==> config.mk <==
export PLATFORM = sky130hd
export DESIGN_NAME = ris_cell
export DESIGN_NICKNAME = d
export VERILOG_FILES = /design/src/rtl/core/ris_pkg.sv /design/src/rtl/core/ris_cell.sv
export SDC_FILE = /design/constraint.sdc
export NUM_CORES = 1
export LEC_CHECK = 0
export BUFFER_PORTS_ARGS = -buffer_cell sky130_fd_sc_hd__buf_2
export CORE_AREA = 2 2 201 203
export CTS_CLUSTER_SIZE = 25
export DETAILED_ROUTE_END_ITERATION = 7
export DIE_AREA = 0 0 203 205
export GPL_ROUTABILITY_DRIVEN = 0
export MAX_ROUTING_LAYER = met4
export PLACE_DENSITY = 0.51
export SYNTH_ARGS = -nofsm -noshare
export SYNTH_HDL_FRONTEND = slang
export SYNTH_SLANG_ARGS = --single-unit
==> constraint.sdc <==
create_clock -name clk_i -period 6.5 [get_ports clk_i]
set_input_delay 0.325 -clock clk_i [delete_from_list [all_inputs] [get_ports clk_i]]
set_output_delay 0.325 -clock clk_i [all_outputs]
set_load 0.02 [all_outputs]
==> src/rtl/core/ris_pkg.sv <==
package ris_pkg;

  typedef struct packed {
    logic [15:0] roll_number;
    logic [63:0] name_head;
    logic [15:0] name_tail;
    logic [31:0] score_bits;
  } rec_t;

  typedef struct packed {
    logic insert;
    logic drain;
    rec_t rec;
  } ctrl_t;

  typedef struct packed {
    logic valid;
    logic shift;
    rec_t rec;
  } link_t;

endpackage

==> src/rtl/core/ris_cell.sv <==
module ris_cell (
  input  logic           clk_i,
  input  logic           rst_ni,
  input  ris_pkg::ctrl_t ctrl_i,
  input  ris_pkg::link_t left_i,
  input  ris_pkg::link_t right_i,
  output ris_pkg::link_t link_o
);
  import ris_pkg::*;

  logic valid_q;
  rec_t rec_q;
  logic shift;

  assign shift = valid_q && (rec_q.roll_number > ctrl_i.rec.roll_number);

  always_ff @(posedge clk_i or negedge rst_ni) begin
    if (!rst_ni) begin
      valid_q <= 1'b0;
    end else if (ctrl_i.insert) begin
      valid_q <= valid_q | left_i.valid;
    end else if (ctrl_i.drain) begin
      valid_q <= right_i.valid;
    end
  end

  // take left neighbor if it shifts, new beat at insertion point; right on drain
  always_ff @(posedge clk_i) begin
    if (ctrl_i.insert) begin
      if (left_i.shift) begin
        rec_q <= left_i.rec;
      end else if (shift || (!valid_q && left_i.valid)) begin
        rec_q <= ctrl_i.rec;
      end
    end else if (ctrl_i.drain) begin
      rec_q <= right_i.rec;
    end
  end

  assign link_o.valid = valid_q;
  assign link_o.shift = shift;
  assign link_o.rec   = rec_q;

endmodule
==> impl_metrics.py, run 1 <==
metrics = {
    "setup_path": {
        "crit_type": "reg2reg",
        "r2r-end": "link_o[42]",
        "startpoint": "link_o[123]",
        "rrSetupSlack_ps": 3690,
        "rr_worst_depth": 6,
        "critPathSlowestCell": "buf_4",
        "worstPathRequired_ps": 6550,
        "crit_end": "link_o[42]",
        "worst-path-max-fanout": 68,
        "crit_arrival_ps": 2860,
        "path_depth": 6,
        "crit_family": "compound AO/OA/AOI/OAI gates",
        "start_kind": "flip-flop",
        "r2r-start": "link_o[123]",
        "crit_buf_inv": 1,
        "endpoint_kind": "flip-flop",
        "crit_chain": "ha_1, nand4_1, a2111oi_4, a21o_1, o221a_4, buf_4",
        "timing.critical_path.slowest_cell_delay_ps": 660,
    },
    "yosys": {
        "synthFlopType": "edfxtp_1",
        "synth_top_cells_by_count": "136 x a21oi_1, 131 x nor2_1, 128 x edfxtp_1, 128 x mux2i_1, 19 x clkbuf_1",
        "synth_area_mm2": 0.00706,
        "synth_area_per_cell_um2": 11.3,
        "yosys_warnings": 0,
        "synth_edf_count": 128,
        "synth.top_cell.area_share_pct": 54.4,
        "synth_seq_area_share_pct": 54.8,
        "netlist_instances": 626,
        "syn-num-nets": 1034,
        "yosys-top-cells-area": "edfxtp_1 54%, mux2i_1 18%, a21oi_1 9.6%",
        "synth_seq_cells": 129,
        "synth_area_leader_cell": "edfxtp_1",
        "yosysUniqueCellTypes": 27,
        "async_reset_ff_share_pct": 0.775,
        "yosysMostFrequentCell": "a21oi_1",
    },
    "routing": {
        "drcViolationCount": 0,
        "vias_per_cell": 3.95,
        "vias": 6580,
        "drt_iter0_markers": 360,
        "drtPass1Iterations": 4,
        "routed_wl_um": 25300,
        "wl_per_cell_um": 15.2,
        "ant_nets": 0,
    },
    "power": {
        "power_density_mw_per_mm2": 249,
        "total_power_uw": 2670,
        "p_leak_uw": 0.00507,
        "ir_worst_vdd_mv": 0.165,
    },
    "final_layout": {
        "antennaDiodeCount": 0,
        "fin_util_pct": 27.2,
        "finalNonFillerCells": 1664,
        "drive_gt1_share_pct": 48.8,
        "fin_nets": 1534,
        "syn2layout_area_growth_pct": 51.8,
    },
    "sta": {
        "maxSlewViolCount": 0,
        "tightest_slew_ps": 920,
        "timing.fmax_mhz": 356,
        "rsz0062_at_grt": "false",
        "period_needed_ps": 2810,
        "skew_ps": 9.68,
        "slew_headroom_pct": 38.6,
        "post-route-period-util_pct": 43.3,
        "hold_violations": 0,
        "tns_ps": 0,
        "setup_viol": 0,
        "fin_ws_ps": 3690,
    },
    "floorplan": {
        "core_mm2": 0.0394,
        "ios": 522,
        "rows": 73,
        "die_h_um": 205,
        "start_util_pct": 17.9,
        "dieArea_mm2": 0.0416,
        "die_w_um": 203,
    },
    "clock_network": {
        "clock_latency_ps": 430,
        "cts-root-buf": "clkbuf_16",
        "clk_pin_slew_ps": 60,
        "cts_tree": "yes",
        "htreeDepth": 4,
        "cts_sinks": 129,
        "cts_inserted_buffers": 17,
        "ctsLongestPathBuffers": 2,
    },
    "run": {
        "max-cap-violations": 0,
    },
    "grt": {
        "grt_max_degree": 94,
        "grt_usage_pct": 11.7,
        "first_global_vias": 6230,
        "antenna_found_initial": 0,
        "grt_pass1_wl_um": 35200,
        "grt_overflow": 0,
    },
    "place": {
        "hpwl_um": 20500,
        "place_ws_ps": 3600,
        "place_inst": 1631,
        "io_buffer_count": 520,
    },
    "outcome": {
        "status": "complete, no violations",
    },
    "worst_hold_path": {
        "hp-class": "in2reg",
    },
}
[routing by layer]
metal / track usage [%] / part of all wire [%]
met3: 2.96 / 6.7
met2: 20.0 / 51
met1: 13.4 / 41
met4: 4.01 / 1.7
met5: - / 0
[final cells by class]
class / count / area, um2
fillers: 4253 / 28600
flip-flops and latches: 129 / 3870
multi-input cells: 435 / 2860
repair buffers: 527 / 2670
well taps: 525 / 657
clock buffers: 21 / 440
clock inverters: 11 / 163
inverters: 16 / 60.1
[cell usage in the layout (no fill, tap or decap), drive strengths merged, types with 2 or more instances in the layout]
cell      count
nand4         4
buf         525
clkinv        4
ha           16
nand2         4
clkinvlp      3
nor2b         3
o21ai         2
inv          16
a211oi        2
bufinv        4
nor2        131
edfxtp      128
mux2i       128
a21oi       136
clkbuf       22
[cells by family after synthesis]
group	Yosys count	share of synthesized area [%]
compound gates	146	11.1
simple gates	145	8.27
flops	129	54.8
mux	128	18.1
buf+inv	62	4.85
fa+ha+maj	16	2.83
[worst min-delay path by stage]
stage                            start      end  slack [ps]  depth (start not counted)
after floorplan                 rst_ni  valid_q          30                          0
after global placement          rst_ni  valid_q         100                          1
after detailed placement        rst_ni  valid_q         100                          1
after CTS                 right_i[129]  valid_q         160                          3
after global routing      right_i[129]  valid_q         190                          3
final                     right_i[129]  valid_q         190                          3
[through the flow]
| step | area, um2 | hold slack (ps) |
|---|---|---|
| after detailed placement | 10100 | 102 |
| after CTS | 10700 | 163 |
| final | 10700 | 192 |
| after floorplan | 7060 | 29.4 |
| after global placement | 10100 | 103 |
| after global routing | 10700 | 187 |
[worst reg2reg max path, cell delays in order, from the launching register on]
cell	delay [ps]
edfxtp_1	390
ha_1	320
nand4_1	250
a2111oi_4	370
a21o_1	150
o221a_4	190
buf_4	660
[repair_timing]
item                                   in CTS  in global routing
hold buffers                                1                  0
buffers inserted                            0                  0
endpoints found under the hold margin       1                  0
gates resized for setup                     0                  0
[report_power, final]
| part | internal [uW] | switching, uW | leakage, uW |
|---|---|---|---|
| combinational | 232 | 365 | 0.00353 |
| clock | 638 | 362 | 0.000280 |
| sequential | 1040 | 29.8 | 0.00126 |
[sequential cells by signal, indices dropped and copies added, names as in the netlist]
signal	flops
link_o	128
valid_q	1
Power figures use the tool's default switching activity.
==> run 2, diff against run 1 <==
CORE_AREA = 2 2 202 204   (was 2 2 201 203)
DIE_AREA = 0 0 204 206   (was 0 0 203 205)
clock period = 2.9 ns   (was 6.5 ns; I/O delays follow)
==> run 2 against run 1 <==
  * Highest routed layer unchanged
  * Largest power group unchanged
  * Largest cell class unchanged
  * Non-clock buffer count increased by 10
  * Routed wire length shrank 2.7%
  * Combinational power is 130% higher
  * Fmax grew 17%
  * Total power is 120% higher
  * Critical path type unchanged
  * Worst setup slack got worse by 3200 ps
  * Worst hold slack worse by 160 ps
  * Design area rose by 1.1%
  * Core utilization is 0.26 points lower
==> impl_metrics.py, run 2 (synthesized netlist as in run 1, its figures left out) <==
metrics = {
    "outcome": {
        "status": "complete, no violations",
    },
    "power": {
        "p_comb_share_pct": 23.8,
        "swShare_pct": 29.8,
        "seqPwrFrac_pct": 41.5,
        "clockPowerShare_pct": 34.7,
        "switching_power_uw": 1710,
        "p_leak_uw": 0.00510,
        "p_int_uw": 4040,
        "power_density_mw_per_mm2": 531,
        "ir_worst_vdd_mv": 0.345,
    },
    "final_layout": {
        "drive_gt1_share_pct": 48.7,
        "final_area_mm2": 0.0108,
        "most-common-layout-cells": "518 x buf_2, 136 x a21oi_1, 131 x nor2_1",
        "largest_reg_flops": 128,
        "layout_commonest_cell": "buf_2",
        "fin_nets": 1544,
        "syn2layout_area_growth_pct": 53.5,
        "fin_util_pct": 27.0,
        "n_fill_cell": 4358,
    },
    "routing": {
        "drcViolationCount": 0,
        "drtPass1Iterations": 4,
        "drt_iter0_markers": 291,
        "ant_nets": 0,
        "vias_per_cell": 3.94,
        "vias": 6627,
        "wl_per_cell_um": 14.6,
        "routed_wl_um": 24600,
    },
    "sta": {
        "rsz0062_at_grt": "false",
        "whs_ps": 31.2,
        "slew_headroom_pct": 57.5,
        "skew_ps": 11.0,
        "maxSlewViolCount": 0,
        "tightest_slew_ps": 637,
        "tns_ps": 0,
        "post-route-period-util_pct": 82.9,
        "hold_violations": 0,
        "setup_viol": 0,
        "period_needed_ps": 2410,
        "timing.fmax_mhz": 416,
    },
    "setup_path": {
        "worst-path-max-fanout": 68,
        "endpoint_kind": "flip-flop",
        "worstPathRequired_ps": 2990,
        "crit_type": "reg2reg",
        "crit_arrival_ps": 2490,
        "start_kind": "flip-flop",
        "startpoint": "link_o[113]",
        "r2r-start": "link_o[113]",
    },
    "grt": {
        "grt_max_degree": 140,
        "first_global_vias": 6287,
        "antenna_found_initial": 1,
        "grt_usage_pct": 11.4,
        "grt_overflow": 0,
        "grt_pass1_wl_um": 34700,
    },
    "floorplan": {
        "start_util_pct": 17.6,
        "core_mm2": 0.0402,
        "ios": 522,
        "dieArea_mm2": 0.0420,
        "die_w_um": 204,
        "rows": 74,
        "die_h_um": 206,
    },
    "place": {
        "dpl_cell_area_mm2": 0.0102,
        "hpwl_um": 19800,
        "io_buffer_count": 520,
    },
    "clock_network": {
        "htreeDepth": 4,
        "clock_latency_ps": 430,
        "clk_pin_slew_ps": 60,
        "cts-root-buf": "clkbuf_16",
        "ctsLongestPathBuffers": 2,
        "cts_tree": "yes",
        "cts_setup_buffers": 0,
        "cts_sinks": 129,
        "cts_inserted_buffers": 17,
    },
    "run": {
        "max-cap-violations": 0,
    },
    "worst_hold_path": {
        "hp-class": "in2async",
    },
}
run 2: worst paths after layout:
kind / end / slack, ps / cells past startpoint
max in group asynchronous: valid_q / 2780 / 2
min in group clk_i: link_o[34] / 30 / 3
max reg2reg: link_o[59] / 490 / 7
max: link_o[59] / 490 / 7
min reg2reg: link_o[117] / 1080 / 4
min: valid_q / 30 / 2
run 2: per-stage QoR:
step	cells	worst slack (ps)	total power, uW
floorplan	626	-66.8	3180
global placement	1639	571	3790
detailed placement	1639	482	3800
CTS	1681	470	5860
global route	1682	304	6050
finish	1682	494	5750
run 2: worst max-delay path, cell delays in order, from the launching register on:
cell       delay (ps)
edfxtp_1          390
ha_1              330
nor2b_4           150
o211ai_2          120
a2111oi_4         340
a21o_1            140
o221a_4           210
buf_12            300
run 2: cell type report:
class / instances / area [um2] / area share (%)
sequential: 129 / 3870 / 35.7
multi-input combinational: 435 / 2880 / 26.6
antenna: 1 / 2.50 / 0.0231
clock inverter: 12 / 93.8 / 0.866
timing repair buffer: 537 / 2830 / 26.1
tap: 532 / 666 / 6.14
inverter: 16 / 60.1 / 0.554
clock buffer: 20 / 437 / 4.03
run 2: repair_timing:
action,CTS,global route
hold endpoints to repair,9,0
setup endpoints to repair,0,0
resized for setup,0,0
hold buffers,10,0
run 2: power groups by stage:
stage / sequential [uW] / combinational, uW / clock (uW)
after global placement: 2420 / 1370 / 0
after CTS: 2390 / 1390 / 2080
after detailed placement: 2430 / 1380 / 0
after global routing: 2410 / 1490 / 2150
final: 2390 / 1370 / 2000
after floorplan: 2700 / 478 / 0
run 2: metal layers:
layer	vias up	track usage, %	wire [um]
met4	0	3.34	314
li1	3320	-	-
met2	320	19.5	12300
met1	2968	12.7	9930
met3	19	3.71	2120
met5	-	-	0
